File: config.mk
export PLATFORM = sky130hd
export DESIGN_NAME = owik_queue
export DESIGN_NICKNAME = d
export VERILOG_FILES = /design/src/hdl/owik_pkg.sv /design/src/hdl/owik_queue.sv
export SDC_FILE = /design/constraint.sdc
export NUM_CORES = 1
export LEC_CHECK = 0
export BUFFER_PORTS_ARGS = -buffer_cell sky130_fd_sc_hd__buf_2
export CORE_ASPECT_RATIO = 0.6
export CORE_MARGIN = 1.5
export CORE_UTILIZATION = 45
export DETAILED_ROUTE_END_ITERATION = 8
export GPL_ROUTABILITY_DRIVEN = 0
export PLACE_DENSITY = 0.76
export SLEW_MARGIN = 20
export SYNTH_ARGS = -nofsm -noshare
export SYNTH_HDL_FRONTEND = slang
export SYNTH_SLANG_ARGS = --single-unit
File: constraint.sdc
create_clock -name clock -period 4.81 [get_ports clock]
set_input_delay 0.7215 -clock clock [delete_from_list [all_inputs] [get_ports clock]]
set_output_delay 0.7215 -clock clock [all_outputs]
set_load 0.02 [all_outputs]
File: src/hdl/owik_pkg.sv
`default_nettype none

package owik_pkg;

   localparam int WHEEL_COUNT  = 4;
   localparam int CORDIC_STEPS = 16;
   localparam int QDEPTH       = 2;
   localparam int QPTR_W       = $clog2(QDEPTH);
   localparam int QCNT_W       = $clog2(QDEPTH + 1);
   localparam int TERM_COUNT   = 5;
   localparam int TIDX_W       = $clog2(TERM_COUNT);

   // heading scale: about 2^40 / (125000 * pi)
   localparam logic [21:0]        HDG_K         = 22'd2799883;
   localparam logic [55:0]        HDG_HALF      = 56'd1 << 39;
   localparam logic [15:0]        HEADING_RESET = 16'd57344;
   localparam logic [15:0]        OCTANT_BIAS   = 16'd8192;
   localparam logic [14:0]        OFFSET_RESET  = 15'd2048;
   localparam logic signed [31:0] CORDIC_GAIN   = 32'sd652032875;
   localparam logic signed [51:0] ROUND_HALF    = 52'sd536870912;
   localparam logic signed [21:0] OUT_MAX       = 22'sd131071;
   localparam logic signed [21:0] OUT_MIN       = -22'sd131072;

   // one queued command with its precomputed turn_rate * elapsed_us
   typedef struct packed {
      logic signed [15:0] vel_x;
      logic signed [15:0] vel_y;
      logic signed [15:0] turn_rate;
      logic signed [39:0] wt;
      logic               no_turn;
   } entry_type;

   typedef struct packed {
      logic full;
      logic empty;
   } q_status_type;

   typedef enum logic [3:0] {
      ST_IDLE,
      ST_HLO,
      ST_HHI,
      ST_HSUM,
      ST_RINIT,
      ST_ROT,
      ST_MUL,
      ST_SUM,
      ST_OUT
   } state_type;

   typedef enum logic [2:0] {
      MSEL_HLO,
      MSEL_HHI,
      MSEL_S0VX,
      MSEL_C0VX,
      MSEL_S0VY,
      MSEL_C0VY,
      MSEL_SPIN
   } mul_sel_type;

   typedef struct packed {
      logic        pop;
      mul_sel_type mul_sel;
      logic        load_rsp;
   } back_ctrl_type;

   // arctan(2^-i) in units of 2^-24 turn
   function automatic logic signed [23:0] atan_lut(input logic [3:0] idx);
      logic signed [23:0] a;
      unique case (idx)
         4'd0:  a = 24'sd2097152;
         4'd1:  a = 24'sd1238021;
         4'd2:  a = 24'sd654136;
         4'd3:  a = 24'sd332050;
         4'd4:  a = 24'sd166669;
         4'd5:  a = 24'sd83416;
         4'd6:  a = 24'sd41718;
         4'd7:  a = 24'sd20860;
         4'd8:  a = 24'sd10430;
         4'd9:  a = 24'sd5215;
         4'd10: a = 24'sd2608;
         4'd11: a = 24'sd1304;
         4'd12: a = 24'sd652;
         4'd13: a = 24'sd326;
         4'd14: a = 24'sd163;
         4'd15: a = 24'sd81;
      endcase
      return a;
   endfunction

   // Q.42 sum -> Q.12, round half up, clamp to 18 bits
   function automatic logic signed [17:0] round_sat(input logic signed [51:0] acc);
      logic signed [51:0] r;
      logic signed [21:0] v;
      logic signed [17:0] res;
      r = acc + ROUND_HALF;
      v = r[51:30];
      priority if (v > OUT_MAX) begin
         res = OUT_MAX[17:0];
      end else if (v < OUT_MIN) begin
         res = OUT_MIN[17:0];
      end else begin
         res = v[17:0];
      end
      return res;
   endfunction

endpackage

`default_nettype wire

File: src/hdl/owik_queue.sv
`default_nettype none

module owik_queue
   import owik_pkg::*;
(
   input  logic         clock,
   input  logic         reset,
   input  logic         push,
   input  entry_type    push_entry,
   input  logic         pop,
   output q_status_type q_status,
   output entry_type    head
);

   entry_type         mem_ff [QDEPTH];
   logic [QPTR_W-1:0] wr_ptr_ff, wr_ptr_in;
   logic [QPTR_W-1:0] rd_ptr_ff, rd_ptr_in;
   logic [QCNT_W-1:0] cnt_ff, cnt_in;

   function automatic logic [QPTR_W-1:0] ptr_next(input logic [QPTR_W-1:0] p);
      logic [QPTR_W-1:0] n;
      if (p == QPTR_W'(QDEPTH - 1)) begin
         n = '0;
      end else begin
         n = p + 1'b1;
      end
      return n;
   endfunction

   always_comb begin
      wr_ptr_in = push ? ptr_next(wr_ptr_ff) : wr_ptr_ff;
      rd_ptr_in = pop  ? ptr_next(rd_ptr_ff) : rd_ptr_ff;
      cnt_in    = cnt_ff;
      if (push && !pop) begin
         cnt_in = cnt_ff + 1'b1;
      end else if (pop && !push) begin
         cnt_in = cnt_ff - 1'b1;
      end
   end

   always_ff @(posedge clock) begin
      if (reset) begin
         wr_ptr_ff <= '0;
         rd_ptr_ff <= '0;
         cnt_ff    <= '0;
      end else begin
         wr_ptr_ff <= wr_ptr_in;
         rd_ptr_ff <= rd_ptr_in;
         cnt_ff    <= cnt_in;
      end
   end

   always_ff @(posedge clock) begin
      if (push) begin
         mem_ff[wr_ptr_ff] <= push_entry;
      end
   end

   assign q_status.full  = (cnt_ff == QCNT_W'(QDEPTH));
   assign q_status.empty = (cnt_ff == '0);
   assign head           = mem_ff[rd_ptr_ff];

`ifndef ASSERT_OFF
   a_cnt_bound: assert property (@(posedge clock) disable iff (reset)
      cnt_ff <= QCNT_W'(QDEPTH))
      else $error("queue count beyond depth");

   a_pop_nonempty: assert property (@(posedge clock) disable iff (reset)
      pop |-> cnt_ff != '0)
      else $error("pop from empty queue");
`endif

endmodule

`default_nettype wire

### Word level (Yosys, flattened, before mapping)

Memory sizes are Yosys's and may differ from the RTL's. A register that Yosys moved wholly into a read port is not among the register bits.
Index checks and enable logic that the tools add are counted.

* flip-flop bits (word level): 4
* bits in writable memories: 178
* bits of input ports: 93
* memories kept: 1

Memories
* mem_ff: depth 2, width 89, read ports 1, clocked after memory_dff 1, wr ports 1, line owik_queue.sv:15 `entry_type mem_ff [QDEPTH];`

* equality and inequality tests: 1
* muxes and demuxes: 8
* $add $sub $neg: 4
* reductions and logical operators: 6

Operator list (count)
* 1-bit two-way mux: 6
* 2-bit two-way mux: 2
* 1-bit adder (second input constant): 2
* 2-bit by 1-bit adder with 2-bit output (second input constant): 1
* 2-bit equality test (second input constant): 1
* 1-bit logical AND: 2
* 1-bit logical NOT: 2
* 2-bit logical NOT: 1
* 2-bit nonzero test: 1
* 2-bit by 1-bit subtractor with 2-bit output (second input constant): 1

### Logic depth before layout (Yosys ltp)

* depth in word-level cells: 4
* depth in mapped cells: 5
* mapped depth without buffers: 5

### Least setup slack after synthesis

Ideal clock, no wire load.

* kind: in2reg
* start point: in push
* end point: mem mem_ff[0][0] (netlist bit) (enable)
* library setup time: 0.548 ns
* data arrival time: 4.604 ns
* path buffers: 0
* path slack: -0.342 ns
* required time: 4.262 ns
* cell stages on the path: 1
* cells stage by stage: nor2b_1

* longest elaborated chain between the ends: 2

RTL lines
* start, declared: line owik_queue.sv:8 `input logic push,`
* 1-bit two-way mux: line owik_queue.sv:54 `if (push) begin`
* 1-bit two-way mux (implied by the code): line owik_queue.sv:55 `mem_ff[wr_ptr_ff] <= push_entry;`
* end, declared: line owik_queue.sv:15

Every way passes these cells.

==> results_dict.tcl <==
set metrics [dict create \
    required_ns 4.09 \
    post_cts_resize_count 0 \
    route.detailed.drc 0 \
    synth_edf_count 178 \
    first_global_vias 3762 \
    r2r_end "mem_ff[1][75]$_DFFE_PP_" \
    postSynthCellCount 299 \
    max_slew_margin 0.366 \
    fin_nets 589 \
    drive_above_1_share 0.610 \
    finalCritPeriodShare 0.660 \
    fp.dieW_um 160 \
    synth_top_area_share 0.803 \
    synth_top_flop_cell "edfxtp_1" \
    async_reset_ff_frac 0 \
    rrSetupSlack_ns 2.79 \
    ys_seq_elements 183 \
    r2r_start "wr_ptr_ff$_SDFFE_PP0P_" \
    vias 3429 \
    antenna_left 0 \
    synthTopCellsByArea "edfxtp_1 (80%), mux2_2 (13%), mux2_4 (2.3%)" \
    cp_cell_sequence "buf_4 -> mux2_2 -> buf_2" \
    synth_common_cells "edfxtp_1 (178), mux2_2 (79), mux2_4 (10), buf_2 (7)" \
    pre_cts_ws_ns 2.08 \
    hold_viol 0 \
    max-clock-path-buffers 2 \
    placement.io_buffers 183 \
    cap_violations 0 \
    die_y_um 97.2 \
    tightest_slew_ns 0.951 \
    yosys.area.top_type "edfxtp_1" \
    fmaxAchievable_mhz 315 \
    dp_hpwl_um 8070 \
    slew_violations 0 \
    clock_sinks 183 \
    whs_ns 0.489 \
    power_leakage_nw 3.16 \
    crit_path_start_kind "flop" \
    firstDrtPassIters 6 \
    yosysSeqAreaShare 0.818 \
    viasPerCell 4.86 \
    final-setup-viol-count 0 \
    yosys_warnings 0 \
    coreArea_um2 14500 \
    cts_buffers 17 \
    syn_to_final_growth_pct 25.5 \
    status "completed" \
    io_pins 184 \
    peakVddDrop_mv 0.211 \
    grt_setup_unrepaired "no" \
    synth_cell_types 16 \
    min-delay-start "push_entry[70]" \
    fin_tns_setup_ns 0 \
    fin_ws_ns 1.64 \
    clk_pin_slew_ns 0.07 \
    insertion_delay_ns 0.41 \
    placed_cells_incl_taps 674 \
    routed_wirelength_um 12200 \
    postSynthAreaPerCell_um2 22.3 \
    critPathCapture "head[9]" \
    wl_per_cell_um 17.2 \
    fp-row-count 34 \
    fin_crit_ns 3.17 \
    netlist_area_um2 6660 \
    slowest_delay_ns 0.92 \
    finalPower_mw 3.63 \
    start_util 0.460 \
    overflow 0 \
    cp-end-kind "output pin" \
    grt_antenna_before_repair 0 \
    r2r_cells 2 \
    grt_use_total 0.163 \
    cts_tree "built" \
    grt_max_degree 66 \
    n_antenna_cell 0 \
    hold_class "input pin to flop" \
    path_max_fanout 65 \
    post_cts_buffers 0 \
    fin_util 0.578 \
    cpMaxStageDelayCell "dfxtp_4" \
    htree_levels 4 \
    final_cell_area_um2 8360 \
    drt-initial-drc-count 170 \
    crit_type "flop to output pin" \
    clock_skew_ns 0.00670 \
    synth_most_common_cell "edfxtp_1" \
    hold_buffers 0 \
    postPlaceCellArea_um2 7800 \
    dieArea_um2 15600 \
    grt_first_pass_wirelength_um 19100 \
    syn-num-nets 393 \
    worstPathArrival_ns 2.45 \
    p_per_area_nw_per_um2 434 \
    stdcell_count 706 \
    root_buffer "clkbuf_16" \
]
-- cell usage in the layout, fill, tap and decap left out, drive strengths merged --
master / count
xor2: 2
nor2b: 2
clkinv: 7
or3: 1
ha: 1
clkbuf: 17
mux2: 89
buf: 187
and2: 1
a21oi: 1
dfxtp: 5
inv: 9
xnor2: 2
edfxtp: 178
nor2: 5
o21ai: 1
-- power by group --
part / leakage (nW) / switching [mW] / total, mW / internal (mW)
Clock: 0.279 / 0.615 / 1.30 / 0.684
Combinational: 1.17 / 0.246 / 0.427 / 0.181
Sequential: 1.71 / 0.0463 / 1.91 / 1.86
-- layer usage --
layer	up-vias	share of wire	track usage
met4	0	0.0063	0.0474
met2	135	0.47	0.255
met5	-	0	0
met1	1710	0.44	0.210
li1	1576	-	-
met3	8	0.084	0.0649
-- worst max-delay path: cells and delay by family (launching register included) --
family                 cells  cell delay, ns
buffers and inverters      2            0.62
flip-flops                 1            0.92
multiplexers               1            0.39
-- how the worst min path moves through the flow --
stage	endpoint	slack [ns]	depth (start not counted)
after floorplan	cnt_ff[1]$_SDFFE_PP0P_	0.46	2
after global placement	cnt_ff[1]$_SDFFE_PP0P_	0.48	2
after detailed placement	flop	0.50	2
after CTS	mem_ff[0][4]$_DFFE_PP_	0.47	1
after global routing	mem_ff[1][4]$_DFFE_PP_	0.46	1
final	mem_ff[1][70]$_DFFE_PP_	0.49	1
-- sequential cells by signal, summed over array words and instances, names as in the netlist, named ones only --
name       cells
mem_ff       178
cnt_ff         2
rd_ptr_ff      1
wr_ptr_ff      1
-- cell families after synthesis --
group                      synth area share
and+or+nand+nor                     0.00658
buffers and inverters                0.0109
muxes                                 0.156
DFF                                   0.818
AOI/OAI and AO/OA                   0.00150
adders and majority gates           0.00188
xor gates and xnor gates            0.00526
-- cell type report --
type	instances	area, um2
clock buffer	17	425
clock inverter	15	134
fill	1119	6110
inverter	1	3.75
multi-input combinational	105	1150
sequential	183	5450
tap	198	248
timing repair buffer	187	946
Note: power is estimated with default switching activity, not from simulation.
