[config.mk]
export PLATFORM = sky130hd
export DESIGN_NAME = owik_front_flat
export DESIGN_NICKNAME = d
export VERILOG_FILES = /design/src/hdl/owik_pkg.sv /design/src/hdl/owik_req_if.sv /design/src/hdl/owik_front.sv /design/src/flat_wrapper.sv
export SDC_FILE = /design/constraint.sdc
export NUM_CORES = 1
export LEC_CHECK = 0
export ABC_CLOCK_PERIOD_IN_PS = 6330
export BUFFER_PORTS_ARGS = -buffer_cell sky130_fd_sc_hd__buf_2
export CORE_AREA = 3 3 172 174
export DETAILED_ROUTE_END_ITERATION = 6
export DIE_AREA = 0 0 175 177
export GPL_ROUTABILITY_DRIVEN = 0
export PLACE_DENSITY = 0.79
export SYNTH_ARGS = -nofsm -noshare
export SYNTH_HDL_FRONTEND = slang
export SYNTH_SLANG_ARGS = --single-unit
[constraint.sdc]
create_clock -name clock -period 6.33 [get_ports clock]
set_clock_uncertainty 0.2 [all_clocks]
set_input_delay 0.633 -clock clock [delete_from_list [all_inputs] [get_ports clock]]
set_output_delay 0.633 -clock clock [all_outputs]
set_load 0.01 [all_outputs]
[src/hdl/owik_pkg.sv]
`default_nettype none

package owik_pkg;

   localparam int WHEEL_COUNT  = 4;
   localparam int CORDIC_STEPS = 16;
   localparam int QDEPTH       = 2;
   localparam int QPTR_W       = $clog2(QDEPTH);
   localparam int QCNT_W       = $clog2(QDEPTH + 1);
   localparam int TERM_COUNT   = 5;
   localparam int TIDX_W       = $clog2(TERM_COUNT);

   // heading scale: about 2^40 / (125000 * pi)
   localparam logic [21:0]        HDG_K         = 22'd2799883;
   localparam logic [55:0]        HDG_HALF      = 56'd1 << 39;
   localparam logic [15:0]        HEADING_RESET = 16'd57344;
   localparam logic [15:0]        OCTANT_BIAS   = 16'd8192;
   localparam logic [14:0]        OFFSET_RESET  = 15'd2048;
   localparam logic signed [31:0] CORDIC_GAIN   = 32'sd652032875;
   localparam logic signed [51:0] ROUND_HALF    = 52'sd536870912;
   localparam logic signed [21:0] OUT_MAX       = 22'sd131071;
   localparam logic signed [21:0] OUT_MIN       = -22'sd131072;

   // one queued command with its precomputed turn_rate * elapsed_us
   typedef struct packed {
      logic signed [15:0] vel_x;
      logic signed [15:0] vel_y;
      logic signed [15:0] turn_rate;
      logic signed [39:0] wt;
      logic               no_turn;
   } entry_type;

   typedef struct packed {
      logic full;
      logic empty;
   } q_status_type;

   typedef enum logic [3:0] {
      ST_IDLE,
      ST_HLO,
      ST_HHI,
      ST_HSUM,
      ST_RINIT,
      ST_ROT,
      ST_MUL,
      ST_SUM,
      ST_OUT
   } state_type;

   typedef enum logic [2:0] {
      MSEL_HLO,
      MSEL_HHI,
      MSEL_S0VX,
      MSEL_C0VX,
      MSEL_S0VY,
      MSEL_C0VY,
      MSEL_SPIN
   } mul_sel_type;

   typedef struct packed {
      logic        pop;
      mul_sel_type mul_sel;
      logic        load_rsp;
   } back_ctrl_type;

   // arctan(2^-i) in units of 2^-24 turn
   function automatic logic signed [23:0] atan_lut(input logic [3:0] idx);
      logic signed [23:0] a;
      unique case (idx)
         4'd0:  a = 24'sd2097152;
         4'd1:  a = 24'sd1238021;
         4'd2:  a = 24'sd654136;
         4'd3:  a = 24'sd332050;
         4'd4:  a = 24'sd166669;
         4'd5:  a = 24'sd83416;
         4'd6:  a = 24'sd41718;
         4'd7:  a = 24'sd20860;
         4'd8:  a = 24'sd10430;
         4'd9:  a = 24'sd5215;
         4'd10: a = 24'sd2608;
         4'd11: a = 24'sd1304;
         4'd12: a = 24'sd652;
         4'd13: a = 24'sd326;
         4'd14: a = 24'sd163;
         4'd15: a = 24'sd81;
      endcase
      return a;
   endfunction

   // Q.42 sum -> Q.12, round half up, clamp to 18 bits
   function automatic logic signed [17:0] round_sat(input logic signed [51:0] acc);
      logic signed [51:0] r;
      logic signed [21:0] v;
      logic signed [17:0] res;
      r = acc + ROUND_HALF;
      v = r[51:30];
      priority if (v > OUT_MAX) begin
         res = OUT_MAX[17:0];
      end else if (v < OUT_MIN) begin
         res = OUT_MIN[17:0];
      end else begin
         res = v[17:0];
      end
      return res;
   endfunction

endpackage

`default_nettype wire

[src/hdl/owik_req_if.sv]
`default_nettype none

interface owik_req_if;
   logic               valid;
   logic               ready;
   logic signed [15:0] vel_x;
   logic signed [15:0] vel_y;
   logic signed [15:0] turn_rate;
   logic [23:0]        elapsed_us;

   modport source (output valid, vel_x, vel_y, turn_rate, elapsed_us, input ready);
   modport sink   (input valid, vel_x, vel_y, turn_rate, elapsed_us, output ready);
endinterface

`default_nettype wire

[src/hdl/owik_front.sv]
`default_nettype none

module owik_front
   import owik_pkg::*;
(
   input  logic          clock,
   input  logic          reset,
   owik_req_if.sink      req,
   input  q_status_type  q_status,
   output logic          push,
   output entry_type     push_entry
);

   logic               front_vld_ff, front_vld_in;
   entry_type          entry_ff, entry_in;
   logic               accept;
   logic signed [40:0] wt_full;

   assign push      = front_vld_ff && !q_status.full;
   assign req.ready = !front_vld_ff || push;
   assign accept    = req.valid && req.ready;

   always_comb begin
      wt_full            = req.turn_rate * $signed({1'b0, req.elapsed_us});
      entry_in.vel_x     = req.vel_x;
      entry_in.vel_y     = req.vel_y;
      entry_in.turn_rate = req.turn_rate;
      entry_in.wt        = wt_full[39:0];
      // no turn or no elapsed time: heading update can be skipped
      entry_in.no_turn   = (wt_full == '0);
   end

   always_comb begin
      if (accept) begin
         front_vld_in = 1'b1;
      end else if (push) begin
         front_vld_in = 1'b0;
      end else begin
         front_vld_in = front_vld_ff;
      end
   end

   always_ff @(posedge clock) begin
      if (reset) begin
         front_vld_ff <= 1'b0;
      end else begin
         front_vld_ff <= front_vld_in;
      end
   end

   always_ff @(posedge clock) begin
      if (accept) begin
         entry_ff <= entry_in;
      end
   end

   assign push_entry = entry_ff;

endmodule

`default_nettype wire

[src/flat_wrapper.sv]
// flat-port wrapper written by rule: the top's interface ports become plain ports
module owik_front_flat import owik_pkg::*;
  (clock, reset, q_status, push, push_entry, req_valid, req_vel_x, req_vel_y, req_turn_rate, req_elapsed_us, req_ready);
  owik_req_if req_i ();
  input  logic clock;
  input  logic reset;
  input  q_status_type q_status;
  output logic push;
  output entry_type push_entry;
  input wire logic [$bits(req_i.valid)-1:0] req_valid;
  input wire logic [$bits(req_i.vel_x)-1:0] req_vel_x;
  input wire logic [$bits(req_i.vel_y)-1:0] req_vel_y;
  input wire logic [$bits(req_i.turn_rate)-1:0] req_turn_rate;
  input wire logic [$bits(req_i.elapsed_us)-1:0] req_elapsed_us;
  output wire logic [$bits(req_i.ready)-1:0] req_ready;
  assign req_i.valid = req_valid;
  assign req_i.vel_x = req_vel_x;
  assign req_i.vel_y = req_vel_y;
  assign req_i.turn_rate = req_turn_rate;
  assign req_i.elapsed_us = req_elapsed_us;
  assign req_ready = req_i.ready;
  owik_front u_core (.clock(clock), .reset(reset), .req(req_i), .q_status(q_status), .push(push), .push_entry(push_entry));
endmodule
Word level (Yosys, flattened, before mapping)
Cells that the tools add are included.

word-level totals
  register bits = 90
  bits in latches = 0
  bits in writable memories = 0
  bits in read-only memories = 0
  input port bits = 77
  output and inout bits = 91
  word-level logic and storage cells = 16
  memories kept = 0

cells by class
  add/sub/neg operators = 0
  $mul = 1
  divide/modulo/power cells = 0
  magnitude comparators = 0
  equal/unequal tests = 0
  shift-type cells = 0
  mux-type cells = 2
  bitwise operators = 0
  reductions and logical operators = 7

operators with widths
  cell                          count
  logical NOT 41 bit            1
  multiplier 16 x 25 -> 41 bit  1
  logical AND 1 bit             2
  logical NOT 1 bit             2
  two-way mux 1 bit             2
  nonzero test 2 bit            1
  logical OR 1 bit              1

Longest topological paths before layout
Gate-level depths: netlist of the first run.

  depth in word-level cells = 5
  depth in mapped cells = 25
  depth with buffers taken out = 24

Least setup slack after synthesis of the first run
OpenSTA, ideal clock, no wires.

  path kind = input -> register
  start = in req_elapsed_us[13]
  end = reg u_core.entry_ff (netlist bit u_core.push_entry[0]), data pin
  library setup time = 0.170 ns
  arrival time = 6.495 ns
  data required time = 5.960 ns
  slack = -0.534 ns
  stages on the path = 22
  path buffers = 1
  cells stage by stage = clkbuf_1 nand2_1 fa_1 inv_1 fa_1 inv_1 fa_1 inv_1 fa_1 fa_1 inv_1 fa_1 inv_1 ha_1 nand4_1 or3_1 o21a_1 o31a_1 o41ai_1 xor2_1 or3_1 nor4_2

RTL lines
  item                    RTL line            text
  start: declaration      flat_wrapper.sv:14  input wire logic [$bits(req_i.elapsed_us)-1:0] req_elapsed_us;
  end signal: assignment  owik_front.sv:53    entry_ff <= entry_in;
  end: declaration        owik_front.sv:15    entry_type entry_ff, entry_in;

==> out/results.ini, run 1 <==
[routing]
drc=7
drt_iter0_drc=791
via_per_inst=5.398
drt_wl_total_um=41680
wl_per_cell_um=17.81
antenna_left=0
drt_first_pass_iters=7
dr_total_vias=12630

[global_route]
grt-ovfl-total=0
grt_pass1_vias=14010
grtUsageTotal=0.2721
grt_max_degree=47
grt_pass1_wl_um=67140
antenna_found_initial=0

[sta]
slew_headroom=0.5931
finalSetupViolCount=3
post-route-min-period_ns=6.658
fin_crit_sh=1.052
finalMaxSlewViolations=0
timing.final.ws_setup_ns=-0.3282
final_hold_viol_count=0
rsz0062_at_grt=true
timing.fmax_mhz=150.2
worstMarginPinSlew_ns=0.6103

[cts]
cts.sinks=90
clock_latency_ns=0.36
root_buffer=clkbuf_16
cts.path.max_buffers=2
cts.clk_slew.worst_paths_ns=0.08
cts_buffers=9
postCtsHoldBufs=0
htreeDepth=3
tritoncts=yes

[finish]
antenna_cells=0
area_delta_synth_final_pct=23.77
nets=2478
drive_gt1_frac=0.2467
instances_no_fill=2340

[job]
cap_violations=0

[outcome]
outcome=finished, violations left
violations=design-rule violations, negative setup slack

[hold_path]
hold_class=primary input to flip-flop

[logic_synthesis]
yosys.cell_types.count=54
synth_area_um2=15710
synth-main-ff-cell=edfxtp_1
synth_area_per_cell_um2=9.657
synth-edff-count=89
netlist.top_cell.by_area=fa_1
synthArstFlopShare=0
synthDominantCellAreaShare=0.3899
ys_seq_area_frac=0.1714
synth.ff_latch_count=90
yosys-top-cells-area=fa_1 39%, edfxtp_1 17%, ha_1 11%
syn_inst=1627
synth_nets=2148
ys_warn_count=0

[setup_path]
crit_path_end_kind=flip-flop
required_ns=6.32
path_class=primary input to flip-flop
worstPathArrival_ns=6.65
critical_path_peak_fanout=17
critPathLaunchType=primary input

[floorplan]
core_um2=27930
start_util=0.5625
io_pins=168
core.rowCount=61
dieWidth_um=175
dieArea_um2=30980
fp.dieH_um=177

[place]
dp.cells=2310
dp_hpwl_um=33510
io_buffers=166

cell families after synthesis:
family                   count (synthesis)  share of synthesized area
XOR/XNOR                                38                    0.02118
buffers and inverters                  450                     0.1081
multiplexers                             2                   0.001274
AND/OR/NAND/NOR                        486                     0.1498
AO/OA/AOI/OAI                          117                    0.04850
adder cells (fa/ha/maj)                444                     0.4998
flip-flops                              90                     0.1714
what timing repair did:
| item | in CTS | in global routing |
|---|---|---|
| pin swaps | 22 | 30 |
| gates resized for setup | 67 | 59 |
| setup buffers | 5 | 8 |
| gates cloned | 0 | 2 |
| endpoints found under the setup margin | 8 | 9 |
flip-flops by register name, indices dropped and copies added (netlist names):
| signal | flops |
|---|---|
| u_core.push_entry | 89 |
| u_core.front_vld_ff | 1 |
final cells by class:
class,instances,area (um^2)
clock inverter,7,68.82
fill,2006,8487
inverter,388,1456
clock buffer,9,225.2
timing repair buffer,381,2740
multi-input combinational,1087,11790
sequential,90,2693
tap,378,473.0
worst max-delay path, stage by stage:
cell	delay, ns
buf_4	0.18
buf_4	0.17
and2_1	0.16
fa_1	0.54
inv_1	0.06
fa_1	0.53
inv_1	0.05
fa_1	0.47
inv_1	0.05
fa_1	0.47
inv_1	0.05
fa_1	0.44
ha_1	0.30
ha_1	0.32
a21oi_2	0.17
nor2_1	0.05
nor2_1	0.11
buf_4	0.15
o221ai_2	0.13
or4_4	0.59
nor4_2	0.15
nand4b_1	0.21
nor4b_4	0.34
nand4b_1	0.17
nor4_2	0.15
cell usage after synthesis, drive strengths merged (3+ instances only):
| master | number |
|---|---|
| a211o | 3 |
| a211oi | 3 |
| a21o | 7 |
| a21oi | 44 |
| and2 | 158 |
| and3 | 4 |
| buf | 3 |
| clkbuf | 59 |
| edfxtp | 89 |
| fa | 306 |
| ha | 138 |
| inv | 388 |
| nand2 | 236 |
| nand2b | 11 |
| nand3 | 8 |
| nand4 | 5 |
| nor2 | 41 |
| nor2b | 5 |
| nor3 | 6 |
| nor4 | 3 |
| o21a | 10 |
| o21ai | 23 |
| o41ai | 3 |
| or4 | 3 |
| xnor2 | 19 |
| xor2 | 19 |
per-stage QoR:
stage / TNS, ns / hold WS (ns) / setup WS, ns / instance area, um^2 / util
after floorplan: -0.09622 / 0.2653 / -0.09622 / 15970 / -
after global placement: -4.231 / 0.2786 / -0.7995 / 18540 / 0.6635
after detailed placement: -6.101 / 0.3071 / -0.9136 / 18540 / 0.6635
after CTS: -0.4707 / 0.2101 / -0.2907 / 19120 / 0.6845
after global routing: -1.435 / 0.2209 / -0.5617 / 19450 / 0.6962
final: -0.5814 / 0.2204 / -0.3282 / 19450 / 0.6962
layout by cell type, fill, tap and decap left out, types with 4 or more instances in the layout:
cell type  count
and2_1       146
o21ai_0       14
a21o_1         7
clkbuf_16     11
edfxtp_1      89
buf_4        215
a21oi_2       12
xnor2_1       18
nand2_1      232
buf_8          5
inv_2          7
buf_6         10
nor3_1         5
nand2b_1      11
buf_12         6
nand2_2        4
buf_2        138
ha_1         125
nand4_1        5
inv_1        381
and2_4        12
a21oi_1       30
fa_2           8
nor2_1        40
nand3_1        8
o21a_1        10
xor2_1        17
o21ai_1        6
fa_1         298
ha_4          13
worst paths after layout:
check | to | cells after the start | startpoint | slack, ns
setup reg to reg | u_core.push_entry[46]$_DFFE_PP_ | 3 | u_core.front_vld_ff$_SDFFE_PP0P_ | 4.18
setup / recovery | u_core.push_entry[0]$_DFFE_PP_ | 25 | req_turn_rate[10] | -0.33
hold / removal | u_core.front_vld_ff$_SDFFE_PP0P_ | 2 | reset | 0.22
hold reg to reg | u_core.front_vld_ff$_SDFFE_PP0P_ | 2 | u_core.front_vld_ff$_SDFFE_PP0P_ | 0.33
routing by layer:
| layer | GRT usage | vias up | share of wire |
|---|---|---|---|
| met5 | 0 | - | 0 |
| met4 | 0.1094 | 0 | 0.045 |
| met3 | 0.04118 | 158 | 0.062 |
| met2 | 0.5197 | 535 | 0.54 |
| met1 | 0.3027 | 6389 | 0.35 |
| li1 | - | 5550 | - |
Power of run 1 is not shown: default switching activity piles up to over one toggle a cycle in this logic, so the estimate is an artifact.
==> inputs of run 2 (changes only) <==
- CORE_AREA: 3 3 172 174 -> 3 3 233 235
- CTS_BUF_LIST: not set -> sky130_fd_sc_hd__clkbuf_2
- DIE_AREA: 0 0 175 177 -> 0 0 236 238
- PLACE_DENSITY: 0.79 -> not set
==> run 2 against run 1 <==
The run now ends clean. Register-to-register slack about the same. Final cell count grew 15%. Fmax rose by 5.8%. Non-clock buffer count up 33. Highest routed layer unchanged.
==> out/results.ini, run 2 (synthesis results as in run 1) <==
[routing]
drt_wl_total_um=40290  ; -3.3%
drt_iter0_drc=536  ; -32%
dr_total_vias=12140  ; -3.9%
drt_first_pass_iters=5  ; -2
via_per_inst=4.518  ; -16%
drc=0  ; -7
antenna_left=0  ; unchanged
wl_per_cell_um=14.99  ; -16%

[place]
placed_cell_area_um2=18970  ; +2.3%
post-place-ws_ns=-1.043  ; -0.1292 ns
io_buffers=166  ; unchanged
dp.cells=2629  ; +14%
dp_hpwl_um=35160  ; +4.9%

[floorplan]
core.rowCount=84  ; +38%
dieArea_um2=56170  ; +81%
start_util=0.2996  ; -0.2629
fp.dieH_um=238  ; +34%
io_pins=168  ; unchanged
dieWidth_um=236  ; +35%
core_um2=52450  ; +88%

[sta]
slew_headroom=0.5776  ; -0.01555
worstMarginPinSlew_ns=0.6336  ; +0.02333 ns
final_hold_viol_count=0  ; unchanged
rsz0062_at_grt=true
timing.fmax_mhz=158.8  ; +5.8%
post-route-min-period_ns=6.296  ; -0.3625 ns
finalSetupViolCount=0  ; -3
timing.final.ws_setup_ns=0.03429  ; +0.3625 ns
finalMaxSlewViolations=0  ; unchanged
fin_crit_sh=0.9946  ; -0.05726

[outcome]
outcome=completed

[finish]
instances_no_fill=2687  ; +15%
utilization=0.3753  ; -0.3209
largest_reg_flops=89  ; unchanged
final_common_cell=inv_1
nFillCells=5252  ; +160%
nets=2511  ; +1.3%
fin_area_um2=19680  ; +1.2%
final_cell_mix=388 x inv_1, 306 x fa_1, 232 x nand2_1, 217 x buf_4, 152 x and2_1
drive_gt1_frac=0.2236  ; -0.02313
area_delta_synth_final_pct=25.25

[cts]
root_buffer=clkbuf_2
cts_buffers=9  ; unchanged
htreeDepth=3  ; unchanged
cts.clk_slew.worst_paths_ns=0.32  ; +0.24 ns
clock_latency_ns=0.64  ; +0.28 ns
cts.sinks=90  ; unchanged
tritoncts=yes
cts.path.max_buffers=2  ; unchanged

[setup_path]
path_class=primary input to flip-flop
critPathMaxStageDelay_ns=0.53  ; -0.06 ns
critPathLaunchType=primary input
required_ns=6.68  ; +0.36 ns
cp_slowest_cell=fa_1
critical_path_peak_fanout=17  ; unchanged
worstPathArrival_ns=6.64  ; about the same
crit_path_end_kind=flip-flop
crit_chain=buf_6, and2_4, fa_1, inv_1, fa_1, fa_1, inv_1, fa_1, fa_1, inv_1, fa_1, inv_1, ha_4, nand4_1, buf_4, nor3_2, o21ai_2, o211a_1, o41ai_4, a21oi_1, xnor2_1, or3_1, nor4_2
crit_top_cell=fa_1

[global_route]
grt_max_degree=50  ; +6.4%
grtUsageTotal=0.1466  ; -0.1255
grt_pass1_wl_um=66940  ; -0.30%
grt-ovfl-total=0  ; unchanged
grt_pass1_vias=13290  ; -5.2%
antenna_found_initial=2  ; +2

[job]
cap_violations=0  ; unchanged

[hold_path]
hold_class=primary input to flip-flop

run 2: cell types whose count changed in the layout (fill, tap and decap cells not counted), moves of 7 or more:
| cell | delta |
|---|---|
| dlygate4sd3_1 | +34 |
| inv_1 | +7 |
| clkbuf_2 | +9 |
| fa_2 | -8 |
| clkbuf_16 | -11 |
| inv_2 | -7 |
| fa_1 | +8 |
run 2: critical path, delay by kind of cell:
kind | cells | cell delay (ns)
buf+inv | 6 | 0.55
simple gates | 5 | 1.15
xor+xnor | 1 | 0.16
fa+ha+maj | 7 | 3.26
compound gates | 4 | 0.88
run 2: path summary, 6_finish.rpt:
| path | startpoint | endpoint | slack, ns | depth (start not counted) |
|---|---|---|---|---|
| worst max register to register | u_core.front_vld_ff$_SDFFE_PP0P_ | u_core.push_entry[71]$_DFFE_PP_ | 4.19 | 3 |
| worst min register to register | u_core.front_vld_ff$_SDFFE_PP0P_ | u_core.push_entry[35]$_DFFE_PP_ | 0.79 | 2 |
| worst max-delay path | req_turn_rate[4] | u_core.push_entry[0]$_DFFE_PP_ | 0.03 | 23 |
| worst min-delay path | req_turn_rate[6] | u_core.push_entry[47]$_DFFE_PP_ | 0.11 | 2 |
run 2: stage by stage:
stage	hold WS (ns)	TNS (ns)
2_1_floorplan	0.2653	-0.09622
3_3_place_gp	0.2781	-4.599
3_5_place_dp	0.3107	-5.885
4_1_cts	0.05817	0
5_1_grt	0.03176	-0.1472
6_report	0.1057	0
run 2: per-layer routing:
layer	part of all wire	track usage	vias up
li1	-	-	5628
met1	0.42	0.1863	6219
met2	0.53	0.2705	253
met3	0.035	0.01838	39
met4	0.011	0.02434	0
met5	0	0	-
run 2: final cells by class:
| class | instances | area [um^2] | area share |
|---|---|---|---|
| antenna | 4 | 10.01 | 0.0005086 |
| clock buffer | 9 | 45.04 | 0.002289 |
| clock inverter | 7 | 66.31 | 0.003370 |
| inverter | 388 | 1456 | 0.07400 |
| multi-input combinational | 1087 | 11610 | 0.5897 |
| sequential | 90 | 2693 | 0.1368 |
| tap | 688 | 860.8 | 0.04374 |
| timing repair buffer | 414 | 2943 | 0.1495 |
run 2: repair_timing:
item | CTS | global route
endpoints found under the setup margin | 1 | 4
pin swaps | 1 | 12
setup buffers | 0 | 4
hold buffers | 34 | 0
resized for setup | 12 | 69
endpoints found under the hold margin | 33 | 0
Power of run 2 is left out for the same reason.
