--- src/hdl/owik_pkg.sv ---
`default_nettype none

package owik_pkg;

   localparam int WHEEL_COUNT  = 4;
   localparam int CORDIC_STEPS = 16;
   localparam int QDEPTH       = 2;
   localparam int QPTR_W       = $clog2(QDEPTH);
   localparam int QCNT_W       = $clog2(QDEPTH + 1);
   localparam int TERM_COUNT   = 5;
   localparam int TIDX_W       = $clog2(TERM_COUNT);

   // heading scale: about 2^40 / (125000 * pi)
   localparam logic [21:0]        HDG_K         = 22'd2799883;
   localparam logic [55:0]        HDG_HALF      = 56'd1 << 39;
   localparam logic [15:0]        HEADING_RESET = 16'd57344;
   localparam logic [15:0]        OCTANT_BIAS   = 16'd8192;
   localparam logic [14:0]        OFFSET_RESET  = 15'd2048;
   localparam logic signed [31:0] CORDIC_GAIN   = 32'sd652032875;
   localparam logic signed [51:0] ROUND_HALF    = 52'sd536870912;
   localparam logic signed [21:0] OUT_MAX       = 22'sd131071;
   localparam logic signed [21:0] OUT_MIN       = -22'sd131072;

   // one queued command with its precomputed turn_rate * elapsed_us
   typedef struct packed {
      logic signed [15:0] vel_x;
      logic signed [15:0] vel_y;
      logic signed [15:0] turn_rate;
      logic signed [39:0] wt;
      logic               no_turn;
   } entry_type;

   typedef struct packed {
      logic full;
      logic empty;
   } q_status_type;

   typedef enum logic [3:0] {
      ST_IDLE,
      ST_HLO,
      ST_HHI,
      ST_HSUM,
      ST_RINIT,
      ST_ROT,
      ST_MUL,
      ST_SUM,
      ST_OUT
   } state_type;

   typedef enum logic [2:0] {
      MSEL_HLO,
      MSEL_HHI,
      MSEL_S0VX,
      MSEL_C0VX,
      MSEL_S0VY,
      MSEL_C0VY,
      MSEL_SPIN
   } mul_sel_type;

   typedef struct packed {
      logic        pop;
      mul_sel_type mul_sel;
      logic        load_rsp;
   } back_ctrl_type;

   // arctan(2^-i) in units of 2^-24 turn
   function automatic logic signed [23:0] atan_lut(input logic [3:0] idx);
      logic signed [23:0] a;
      unique case (idx)
         4'd0:  a = 24'sd2097152;
         4'd1:  a = 24'sd1238021;
         4'd2:  a = 24'sd654136;
         4'd3:  a = 24'sd332050;
         4'd4:  a = 24'sd166669;
         4'd5:  a = 24'sd83416;
         4'd6:  a = 24'sd41718;
         4'd7:  a = 24'sd20860;
         4'd8:  a = 24'sd10430;
         4'd9:  a = 24'sd5215;
         4'd10: a = 24'sd2608;
         4'd11: a = 24'sd1304;
         4'd12: a = 24'sd652;
         4'd13: a = 24'sd326;
         4'd14: a = 24'sd163;
         4'd15: a = 24'sd81;
      endcase
      return a;
   endfunction

   // Q.42 sum -> Q.12, round half up, clamp to 18 bits
   function automatic logic signed [17:0] round_sat(input logic signed [51:0] acc);
      logic signed [51:0] r;
      logic signed [21:0] v;
      logic signed [17:0] res;
      r = acc + ROUND_HALF;
      v = r[51:30];
      priority if (v > OUT_MAX) begin
         res = OUT_MAX[17:0];
      end else if (v < OUT_MIN) begin
         res = OUT_MIN[17:0];
      end else begin
         res = v[17:0];
      end
      return res;
   endfunction

endpackage

`default_nettype wire

--- src/hdl/owik_rsp_if.sv ---
`default_nettype none

interface owik_rsp_if;
   logic               valid;
   logic               ready;
   logic signed [17:0] wheel_right_front;
   logic signed [17:0] wheel_left_front;
   logic signed [17:0] wheel_left_back;
   logic signed [17:0] wheel_right_back;
   logic [15:0]        heading_now;

   modport source (output valid, wheel_right_front, wheel_left_front, wheel_left_back,
                   wheel_right_back, heading_now, input ready);
   modport sink   (input valid, wheel_right_front, wheel_left_front, wheel_left_back,
                   wheel_right_back, heading_now, output ready);
endinterface

`default_nettype wire

--- src/hdl/owik_back.sv ---
`default_nettype none

module owik_back
   import owik_pkg::*;
(
   input  logic         clock,
   input  logic         reset,
   input  q_status_type q_status,
   input  entry_type    head,
   output logic         pop,
   input  logic [14:0]  wheel_offset,
   owik_rsp_if.source   rsp
);

   state_type          state_ff, state_in;
   back_ctrl_type      ctrl;
   logic [3:0]         cnt_ff, cnt_in;

   logic signed [15:0] vx_ff, vy_ff, w_ff;
   logic signed [39:0] wt_ff;
   logic [15:0]        heading_ff, heading_in;
   logic [41:0]        plo_ff;
   logic signed [55:0] prod_ff;
   logic signed [31:0] x_ff, y_ff;
   logic signed [23:0] z_ff;
   logic [1:0]         q_ff;
   logic signed [47:0] term_ff [TERM_COUNT];
   logic signed [51:0] acc_ff [WHEEL_COUNT];
   logic signed [51:0] acc_in [WHEEL_COUNT];

   logic               rsp_vld_ff, rsp_vld_in;
   logic signed [17:0] wheel_ff [WHEEL_COUNT];
   logic [15:0]        heading_out_ff;

   logic signed [32:0] mul_a;
   logic signed [22:0] mul_b;
   logic signed [55:0] mul_p;

   logic [55:0]        hsum;
   logic [15:0]        hdg_bias;
   logic [1:0]         q_new;
   logic [15:0]        resid;
   logic signed [31:0] dx, dy;
   logic signed [23:0] atan_i;
   logic signed [48:0] base0, base1, sel;
   logic signed [51:0] spin_sh;
   logic [1:0]         quad;

   // ---------------- control ----------------
   always_comb begin
      ctrl.pop      = (state_ff == ST_IDLE) && !q_status.empty;
      ctrl.load_rsp = (state_ff == ST_OUT) && (!rsp_vld_ff || rsp.ready);
      ctrl.mul_sel  = MSEL_SPIN;
      unique case (state_ff)
         ST_HLO: ctrl.mul_sel = MSEL_HLO;
         ST_HHI: ctrl.mul_sel = MSEL_HHI;
         ST_MUL: begin
            unique case (cnt_ff)
               4'd0:    ctrl.mul_sel = MSEL_S0VX;
               4'd1:    ctrl.mul_sel = MSEL_C0VX;
               4'd2:    ctrl.mul_sel = MSEL_S0VY;
               4'd3:    ctrl.mul_sel = MSEL_C0VY;
               default: ctrl.mul_sel = MSEL_SPIN;
            endcase
         end
         default: ctrl.mul_sel = MSEL_SPIN;
      endcase
   end

   always_comb begin
      state_in = state_ff;
      unique case (state_ff)
         ST_IDLE: begin
            if (ctrl.pop) begin
               state_in = head.no_turn ? ST_RINIT : ST_HLO;
            end
         end
         ST_HLO:   state_in = ST_HHI;
         ST_HHI:   state_in = ST_HSUM;
         ST_HSUM:  state_in = ST_RINIT;
         ST_RINIT: state_in = ST_ROT;
         ST_ROT: begin
            if (cnt_ff == 4'(CORDIC_STEPS - 1)) begin
               state_in = ST_MUL;
            end
         end
         ST_MUL: begin
            if (cnt_ff == 4'(TERM_COUNT)) begin
               state_in = ST_SUM;
            end
         end
         ST_SUM: state_in = ST_OUT;
         ST_OUT: begin
            if (ctrl.load_rsp) begin
               state_in = ST_IDLE;
            end
         end
         default: state_in = ST_IDLE;
      endcase
   end

   always_comb begin
      cnt_in = '0;
      if ((state_ff == ST_ROT && cnt_ff != 4'(CORDIC_STEPS - 1)) || state_ff == ST_MUL) begin
         cnt_in = cnt_ff + 1'b1;
      end
   end

   always_comb begin
      rsp_vld_in = rsp_vld_ff;
      if (ctrl.load_rsp) begin
         rsp_vld_in = 1'b1;
      end else if (rsp.ready) begin
         rsp_vld_in = 1'b0;
      end
   end

   always_ff @(posedge clock) begin
      if (reset) begin
         state_ff   <= ST_IDLE;
         cnt_ff     <= '0;
         rsp_vld_ff <= 1'b0;
         heading_ff <= HEADING_RESET;
      end else begin
         state_ff   <= state_in;
         cnt_ff     <= cnt_in;
         rsp_vld_ff <= rsp_vld_in;
         heading_ff <= heading_in;
      end
   end

   assign pop = ctrl.pop;

   // ---------------- shared multiplier ----------------
   always_comb begin
      unique case (ctrl.mul_sel)
         MSEL_HLO: begin
            mul_a = $signed({13'd0, wt_ff[19:0]});
            mul_b = $signed({1'b0, HDG_K});
         end
         MSEL_HHI: begin
            mul_a = {{13{wt_ff[39]}}, wt_ff[39:20]};
            mul_b = $signed({1'b0, HDG_K});
         end
         MSEL_S0VX: begin
            mul_a = {y_ff[31], y_ff};
            mul_b = {{7{vx_ff[15]}}, vx_ff};
         end
         MSEL_C0VX: begin
            mul_a = {x_ff[31], x_ff};
            mul_b = {{7{vx_ff[15]}}, vx_ff};
         end
         MSEL_S0VY: begin
            mul_a = {y_ff[31], y_ff};
            mul_b = {{7{vy_ff[15]}}, vy_ff};
         end
         MSEL_C0VY: begin
            mul_a = {x_ff[31], x_ff};
            mul_b = {{7{vy_ff[15]}}, vy_ff};
         end
         MSEL_SPIN: begin
            mul_a = $signed({18'd0, wheel_offset});
            mul_b = {{7{w_ff[15]}}, w_ff};
         end
         default: begin
            mul_a = '0;
            mul_b = '0;
         end
      endcase
      mul_p = mul_a * mul_b;
   end

   // ---------------- heading ----------------
   // product is wt * K modulo 2^56, rebuilt from two 20-bit halves of wt
   always_comb begin
      hsum       = {prod_ff[35:0], 20'd0} + {14'd0, plo_ff} + HDG_HALF;
      heading_in = heading_ff;
      if (state_ff == ST_HSUM) begin
         heading_in = heading_ff + hsum[55:40];
      end
      hdg_bias = heading_ff + OCTANT_BIAS;
      q_new    = hdg_bias[15:14];
      resid    = heading_ff - {q_new, 14'd0};
   end

   // ---------------- CORDIC step ----------------
   always_comb begin
      dx     = y_ff >>> cnt_ff;
      dy     = x_ff >>> cnt_ff;
      atan_i = atan_lut(cnt_ff);
   end

   // ---------------- wheel sums ----------------
   // per wheel quadrant k: 0: -s*vx+c*vy, 1: -c*vx-s*vy, 2 and 3 negate those
   always_comb begin
      base0   = 49'(term_ff[3]) - 49'(term_ff[0]);
      base1   = -(49'(term_ff[1]) + 49'(term_ff[2]));
      spin_sh = 52'(term_ff[4]) <<< 18;
      for (int i = 0; i < WHEEL_COUNT; i++) begin
         quad = q_ff + 2'(i);
         unique case (quad)
            2'd0: sel = base0;
            2'd1: sel = base1;
            2'd2: sel = -base0;
            2'd3: sel = -base1;
         endcase
         acc_in[i] = 52'(sel) + spin_sh;
      end
   end

   // ---------------- datapath registers ----------------
   always_ff @(posedge clock) begin
      prod_ff <= mul_p;
      if (ctrl.pop) begin
         vx_ff <= head.vel_x;
         vy_ff <= head.vel_y;
         w_ff  <= head.turn_rate;
         wt_ff <= head.wt;
      end
      if (state_ff == ST_HHI) begin
         plo_ff <= prod_ff[41:0];
      end
      if (state_ff == ST_RINIT) begin
         x_ff <= CORDIC_GAIN;
         y_ff <= '0;
         z_ff <= $signed({resid, 8'd0});
         q_ff <= q_new;
      end
      if (state_ff == ST_ROT) begin
         if (!z_ff[23]) begin
            x_ff <= x_ff - dx;
            y_ff <= y_ff + dy;
            z_ff <= z_ff - atan_i;
         end else begin
            x_ff <= x_ff + dx;
            y_ff <= y_ff - dy;
            z_ff <= z_ff + atan_i;
         end
      end
      if (state_ff == ST_MUL && cnt_ff != '0) begin
         term_ff[cnt_ff[TIDX_W-1:0] - 1'b1] <= prod_ff[47:0];
      end
      if (state_ff == ST_SUM) begin
         for (int i = 0; i < WHEEL_COUNT; i++) begin
            acc_ff[i] <= acc_in[i];
         end
      end
      if (ctrl.load_rsp) begin
         for (int i = 0; i < WHEEL_COUNT; i++) begin
            wheel_ff[i] <= round_sat(acc_ff[i]);
         end
         heading_out_ff <= heading_ff;
      end
   end

   assign rsp.valid             = rsp_vld_ff;
   assign rsp.wheel_right_front = wheel_ff[0];
   assign rsp.wheel_left_front  = wheel_ff[1];
   assign rsp.wheel_left_back   = wheel_ff[2];
   assign rsp.wheel_right_back  = wheel_ff[3];
   assign rsp.heading_now       = heading_out_ff;

`ifndef ASSERT_OFF
   a_heading_update: assert property (@(posedge clock) disable iff (reset)
      (!$past(reset) && !$stable(heading_ff)) |-> $past(state_ff) == ST_HSUM)
      else $error("heading changed outside update step");

   a_rsp_from_out: assert property (@(posedge clock) disable iff (reset)
      $rose(rsp_vld_ff) |-> $past(state_ff) == ST_OUT)
      else $error("result raised outside output step");

   a_rot_to_mul: assert property (@(posedge clock) disable iff (reset)
      (state_ff == ST_ROT && cnt_ff == 4'(CORDIC_STEPS - 1))
         |=> (state_ff == ST_MUL && cnt_ff == '0))
      else $error("CORDIC did not hand off to multiply phase");

   a_pop_start: assert property (@(posedge clock) disable iff (reset)
      ctrl.pop |=> (state_ff == ST_HLO || state_ff == ST_RINIT))
      else $error("popped transaction not started");
`endif

endmodule

`default_nettype wire

--- src/flat_wrapper.sv ---
// flat-port wrapper written by rule: the top's interface ports become plain ports
module owik_back_flat import owik_pkg::*;
  (clock, reset, q_status, head, pop, wheel_offset, rsp_valid, rsp_wheel_right_front, rsp_wheel_left_front, rsp_wheel_left_back, rsp_wheel_right_back, rsp_heading_now, rsp_ready);
  owik_rsp_if rsp_i ();
  input  logic clock;
  input  logic reset;
  input  q_status_type q_status;
  input  entry_type head;
  output logic pop;
  input  logic [14:0] wheel_offset;
  output wire logic [$bits(rsp_i.valid)-1:0] rsp_valid;
  output wire logic [$bits(rsp_i.wheel_right_front)-1:0] rsp_wheel_right_front;
  output wire logic [$bits(rsp_i.wheel_left_front)-1:0] rsp_wheel_left_front;
  output wire logic [$bits(rsp_i.wheel_left_back)-1:0] rsp_wheel_left_back;
  output wire logic [$bits(rsp_i.wheel_right_back)-1:0] rsp_wheel_right_back;
  output wire logic [$bits(rsp_i.heading_now)-1:0] rsp_heading_now;
  input wire logic [$bits(rsp_i.ready)-1:0] rsp_ready;
  assign rsp_valid = rsp_i.valid;
  assign rsp_wheel_right_front = rsp_i.wheel_right_front;
  assign rsp_wheel_left_front = rsp_i.wheel_left_front;
  assign rsp_wheel_left_back = rsp_i.wheel_left_back;
  assign rsp_wheel_right_back = rsp_i.wheel_right_back;
  assign rsp_heading_now = rsp_i.heading_now;
  assign rsp_i.ready = rsp_ready;
  owik_back u_core (.clock(clock), .reset(reset), .q_status(q_status), .head(head), .pop(pop), .wheel_offset(wheel_offset), .rsp(rsp_i));
endmodule
--- config.mk ---
export PLATFORM = sky130hd
export DESIGN_NAME = owik_back_flat
export DESIGN_NICKNAME = d
export VERILOG_FILES = /design/src/hdl/owik_pkg.sv /design/src/hdl/owik_rsp_if.sv /design/src/hdl/owik_back.sv /design/src/flat_wrapper.sv
export SDC_FILE = /design/constraint.sdc
export NUM_CORES = 2
export LEC_CHECK = 0
export BUFFER_PORTS_ARGS = -buffer_cell sky130_fd_sc_hd__buf_4
export CELL_PAD_IN_SITES_DETAIL_PLACEMENT = 1
export CELL_PAD_IN_SITES_GLOBAL_PLACEMENT = 1
export CORE_UTILIZATION = 45
export CTS_BUF_LIST = sky130_fd_sc_hd__clkbuf_8
export DETAILED_ROUTE_END_ITERATION = 12
export PLACE_DENSITY = 0.74
export SETUP_SLACK_MARGIN = 0.5
export SYNTH_ARGS = -nofsm -noshare
export SYNTH_HDL_FRONTEND = slang
export SYNTH_SLANG_ARGS = --single-unit
--- constraint.sdc ---
create_clock -name clock -period 21.4 [get_ports clock]
set_clock_uncertainty 0.1 [all_clocks]
set_input_delay 6.42 -clock clock [delete_from_list [all_inputs] [get_ports clock]]
set_output_delay 6.42 -clock clock [all_outputs]
set_load 0.05 [all_outputs]
# [Word level (Yosys, flattened, before mapping)]
# Memories as Yosys holds them, arrays and structs flattened. A register that Yosys moved wholly into a read port is not among the register bits.
# Cells that the tools add are included.
[classes] n_mux=44 shift=2 eq_ne=36 magnitude_cmp=8 mul=1 bitwise_logic=1 n_addsub=29 n_reduce_logical=25
[ops] operator="49-bit one-hot mux with 4 select lines" n=4
[ops] operator="18-bit 2-to-1 mux" n=12
[ops] operator="49-bit by 52-bit adder with 52-bit output" n=4
[ops] operator="52-bit by 31-bit adder with 52-bit output (second input constant)" n=4
[ops] operator="32-bit 2-to-1 mux" n=6
[ops] operator="33-bit one-hot mux with 5 select lines" n=1
[ops] operator="49-bit negator" n=3
[ops] operator="23-bit one-hot mux with 4 select lines" n=1
[ops] operator="22-bit by 18-bit greater-than comparator with 1-bit output (second input constant)" n=4
[ops] operator="22-bit by 18-bit less-than comparator with 1-bit output (second input constant)" n=4
[ops] operator="24-bit 2-to-1 mux" n=3
[ops] operator="32-bit adder" n=2
[ops] operator="32-bit by 4-bit >>> shifter with 32-bit output" n=2
[ops] operator="32-bit subtractor" n=2
[ops] operator="56-bit by 40-bit adder with 56-bit output (second input constant)" n=1
[ops] operator="56-bit by 42-bit adder with 56-bit output" n=1
[ops] operator="48-bit by 48-bit adder with 49-bit output" n=1
[ops] operator="48-bit by 48-bit subtractor with 49-bit output" n=1
[ops] operator="33-bit by 23-bit multiplier with 48-bit output" n=1
[ops] operator="4-bit one-hot mux with 9 select lines" n=1
[ops] operator="24-bit adder" n=1
[ops] operator="24-bit subtractor" n=1
[ops] operator="4-bit by 3-bit equality test with 1-bit output (second input constant)" n=5
[ops] operator="4-bit 2-to-1 mux" n=5
[ops] operator="other kinds (33)" n=76
[totals] ff_bits=309 input_bits=109 output_inout_bits=90 word_cells=165 mem_bits_rw=520 mem_count=4 rom_bits=352
[memory_table] memory="(no name shown)" depth=16 word_bits=22 read_ports=1 rd_clocked_by_memory_dff=1 write_ports=0 line_no="owik_pkg.sv:69" source="unique case (idx)"
[memory_table] memory="u_core.term_ff" depth=5 word_bits=48 read_ports=5 rd_clocked_by_memory_dff=0 write_ports=1 line_no="owik_back.sv:27" source="logic signed [47:0] term_ff [TERM_COUNT];"
[memory_table] memory="u_core.acc_ff" depth=4 word_bits=52 read_ports=4 rd_clocked_by_memory_dff=0 write_ports=4 line_no="owik_back.sv:28" source="logic signed [51:0] acc_ff [WHEEL_COUNT];"
[memory_table] memory="u_core.wheel_ff" depth=4 word_bits=18 read_ports=4 rd_clocked_by_memory_dff=0 write_ports=4 line_no="owik_back.sv:32" source="logic signed [17:0] wheel_ff [WHEEL_COUNT];"

# [Depth between registers and ports, before layout]
[logic_depth] depth_word=7 ltp_mapped=48 ltp_nobuf=38

# [Worst setup path before layout]
# No wires, ideal clock.
[synth_path] path_kind="input to output" from="in q_status[0] (netlist bit)" to="out pop" required_ps=14880 path_slack_ps=-1286 arrival_ps=16166 path_buffers=0 stages=1 cell_sequence="nor4_1"
[synth_between] elab_chain_len=2
[synth_rtl] element="start: declaration" line_no="flat_wrapper.sv:7" source="input q_status_type q_status;"
[synth_rtl] element="1-bit logical NOT" line_no="owik_back.sv:51" source="ctrl.pop = (state_ff == ST_IDLE) && !q_status.empty;"
[synth_rtl] element="1-bit logical AND" line_no="owik_back.sv:51"
[synth_rtl] element="end: declaration" line_no="flat_wrapper.sv:9" source="output logic pop;"
# No other way between the ends.

# [Worst setup path after layout]
[layout_path] from="in wheel_offset[10]" to="reg u_core.prod_ff[47]"
[layout_between] elab_chain_len=2
[layout_rtl] element="start: declaration" line_no="flat_wrapper.sv:10" source="input logic [14:0] wheel_offset;"
[layout_rtl] element="33-bit one-hot mux with 5 select lines" line_no="owik_back.sv:136" source="unique case (ctrl.mul_sel)"
[layout_rtl] element="33-bit by 23-bit multiplier with 48-bit output" line_no="owik_back.sv:170" source="mul_p = mul_a * mul_b;"
[layout_rtl] element="via u_core.mul_p[47]" line_no="owik_back.sv:37" source="logic signed [55:0] mul_p;"
[layout_rtl] element="end signal: assignment" line_no="owik_back.sv:213" source="prod_ff <= mul_p;"
[layout_rtl] element="end: declaration" line_no="owik_back.sv:23" source="logic signed [55:0] prod_ff;"
# The timed path passes the listed nets, and every way through them passes these cells.
# A chain may end at the register's enable or synchronous reset.

==> flow_metrics.env <==
export IMPL_dieArea_um2=166000
export IMPL_root_buffer="clkbuf_8"
export IMPL_dpl_cell_area_um2=77800
export IMPL_synth_edf_count=606
export IMPL_crit_arrival_ns=14.66
export IMPL_coreArea_um2=163000
export IMPL_grt_pass1_vias=63300
export IMPL_io_pins=199
export IMPL_ys_warnings_count=0
export IMPL_drive_above_1_share_pct=8.26
export IMPL_drtIter0Drc=4025
export IMPL_timing_fmax_ghz=0.0714
export IMPL_instances_no_fill=10400
export IMPL_grt_total_usage_pct=28.7
export IMPL_async_flop_share_pct=0
export IMPL_cts_resized=0
export IMPL_vias=59600
export IMPL_worst_r2r_setup_slack_ns=9.35
export IMPL_tightest_slew_ns=1.34
export IMPL_hold_slack_ns=0.419
export IMPL_avgViaCountPerCell=5.76
export IMPL_layout_nets=9429
export IMPL_synth_top_family_by_area="adder cells"
export IMPL_rows=148
export IMPL_cts_hold_buf=0
export IMPL_finalCriticalPeriod_ns=14.00
export IMPL_grt_max_degree=236
export IMPL_cp_data_required_time_ns=22.06
export IMPL_dp_cells=10100
export IMPL_place_congestion=0.936
export IMPL_numCtsBuffers=133
export IMPL_die_w_um=407
export IMPL_cts_sinks=701
export IMPL_finalSetupViolCount=0
export IMPL_finalSetupTns_ns=0
export IMPL_grt_pass1_wl_mm=365
export IMPL_synthToLayoutAreaGrowth_pct=9.02
export IMPL_fin_crit_sh_pct=65.4
export IMPL_synth_compound_area_share_pct=14.4
export IMPL_dieHeight_um=407
export IMPL_grt_setup_unrepaired="no"
export IMPL_final_antenna_net_count=0
export IMPL_max_slew_margin_pct=9.95
export IMPL_endpoint_kind="flip-flop"
export IMPL_slew_violations=0
export IMPL_synthXorXnorAreaFrac_pct=6.21
export IMPL_synthMuxAreaShare_pct=2.81
export IMPL_firstDrtPassIters=7
export IMPL_fin_area_um2=80500
export IMPL_crit_fanout=10
export IMPL_criticalPathCategory="primary input to flip-flop"
export IMPL_drc=0
export IMPL_hp_class="flip-flop to flip-flop"
export IMPL_synthCells=7946
export IMPL_path_clk_slew_ns=0.06
export IMPL_fillCellCount=18600
export IMPL_antenna_found_initial=9
export IMPL_io_buffer_count=197
export IMPL_finalHoldViolations=0
export IMPL_synth_cell_area_um2=73800
export IMPL_status="finished, final reports clean"
export IMPL_wl_per_cell_um=22.8
export IMPL_critPathLaunchType="primary input"
export IMPL_netlist_cell_type_count=112
export IMPL_avgSynthCellArea_um2=9.29
export IMPL_post_cts_setup_buffers=0
export IMPL_cap_violations=0
export IMPL_ys_flop_type="edfxtp_1"
export IMPL_max_clock_path_buffers=3
export IMPL_synthAdderAreaFrac_pct=28.0
export IMPL_synthSimpleGateAreaFrac_pct=14.2
export IMPL_cts_max_level=4
export IMPL_overflow=0
export IMPL_routed_wl_mm=236
export IMPL_syn_num_nets=9304
export IMPL_seq_area_frac_synth_pct=27.2
export IMPL_clock_latency_ns=0.93
export IMPL_synth_seq_cells=701
export IMPL_cts_tree="done"
export IMPL_place_detailed_hpwl_mm=189
export IMPL_initial_core_util_pct=45.4
==> through the flow <==
| step | util (%) | worst slack (ns) |
|---|---|---|
| CTS | 49.4 | 7.46 |
| detailed placement | 47.8 | 6.46 |
| finish | 49.4 | 7.40 |
| global placement | 47.8 | 6.61 |
| global route | 49.4 | 6.95 |
| floorplan | - | 2.91 |
==> synthesized netlist by cell type (16+ instances only) <==
cell type	count	area share, %
nor2_1	728	3.7
o211ai_1	37	0.38
dfxtp_1	95	2.6
a21oi_1	452	3.1
a221oi_1	67	0.79
a221o_1	45	0.61
o221ai_1	17	0.20
nor2b_1	61	0.52
clkbuf_1	271	1.4
nand3_1	151	1.0
nor4_1	21	0.18
mux2_2	32	0.49
mux2i_1	75	1.0
mux4_2	42	1.3
o31a_1	20	0.24
o21bai_1	50	0.51
a22oi_1	32	0.33
and3_1	79	0.67
ha_1	578	9.8
and2_1	69	0.58
nand2b_1	77	0.65
a21o_1	141	1.4
nand2_1	768	3.9
o21ai_0	362	2.5
o21a_1	57	0.58
or3_1	37	0.31
o31ai_1	36	0.37
nor3_1	123	0.83
and4_1	18	0.21
edfxtp_1	606	25
nand4_1	54	0.46
buf_1	23	0.12
or2_2	31	0.26
xnor2_1	336	4.0
inv_1	1101	5.6
a211oi_1	59	0.60
a31oi_1	56	0.47
a211o_1	16	0.19
fa_1	671	18
xor2_1	185	2.2
nor3b_1	16	0.16
==> routing by layer <==
| metal | track usage [%] | share of wire, % | vias up |
|---|---|---|---|
| li1 | - | - | 27400 |
| met1 | 35.9 | 42 | 30100 |
| met2 | 48.5 | 48 | 1614 |
| met3 | 4.50 | 5.4 | 482 |
| met4 | 13.3 | 4.8 | 8 |
| met5 | 0 | 0.024 | - |
==> area by class of cell <==
type / count / area [um2] / area share, %
Clock buffer: 145 / 2000 / 2.48
Multi-Input combinational cell: 5835 / 48600 / 60.4
Sequential cell: 701 / 20100 / 25.0
Antenna cell: 2 / 5.00 / 0.00622
Tap cell: 2175 / 2720 / 3.38
Clock inverter: 94 / 677 / 0.841
Inverter: 1107 / 4160 / 5.17
Timing Repair Buffer: 293 / 2210 / 2.75
==> critical path, stage by stage <==
cell and delay, ns:
buf_4 0.12, a221o_1 0.52, nand2_1 0.18, fa_1 0.53, inv_1 0.05, fa_1 0.51
inv_1 0.06, fa_1 0.53, fa_1 0.52, inv_1 0.05, fa_1 0.46, fa_1 0.54
inv_1 0.05, fa_1 0.52, inv_1 0.04, ha_1 0.34, and2_1 0.17, o21ai_0 0.28
o31ai_1 0.21, a21oi_1 0.32, a311oi_1 0.22, a211oi_1 0.49, o21ai_0 0.25, o41ai_1 0.61
nand2b_1 0.25, o21ai_0 0.09, a21oi_1 0.18, xnor2_1 0.10
==> placed cells by master (no fill, tap or decap), types with 91 or more instances in the layout <==
cell type,instances
inv_1,1125
nand2_1,767
nor2_1,719
fa_1,671
edfxtp_1,606
ha_1,578
a21oi_1,448
o21ai_0,362
xnor2_1,336
buf_4,292
xor2_1,185
nand3_1,151
clkbuf_8,145
a21o_1,141
nor3_1,122
dfxtp_1,91
==> worst paths after layout <==
path                               start                               to  depth (start not counted)
min           u_core.prod_ff[43]$_DFF_P_  u_core.term_ff[3][43]$_DFFE_PP_                          0
min reg2reg   u_core.prod_ff[43]$_DFF_P_  u_core.term_ff[3][43]$_DFFE_PP_                          0
max                     wheel_offset[10]       u_core.prod_ff[47]$_DFF_P_                         28
max reg2reg  u_core.cnt_ff[0]$_SDFF_PP0_       u_core.prod_ff[47]$_DFF_P_                         36
==> flip-flops by register name (all words and copies together) (netlist names), 24 cells and up <==
signal           flops
u_core.y_ff         32
u_core.wt_ff        40
u_core.term_ff     226
u_core.x_ff         32
u_core.z_ff         24
u_core.prod_ff      48
u_core.wheel_ff     72
u_core.acc_ff       92
==> kinds of logic (layout without fill, tap and decap cells) <==
kind of cell    Yosys count  in the layout
other cells               0              2
flops                   701            701
fa+ha+maj              1249           1249
simple gates           2292           2292
buf+inv                1410           1639
mux                     150            150
compound gates         1622           1622
xor+xnor                522            522
Power is left out: the tool's default activity adds up to more than one toggle a clock period on the data nets, which glitch-free logic cannot reach.
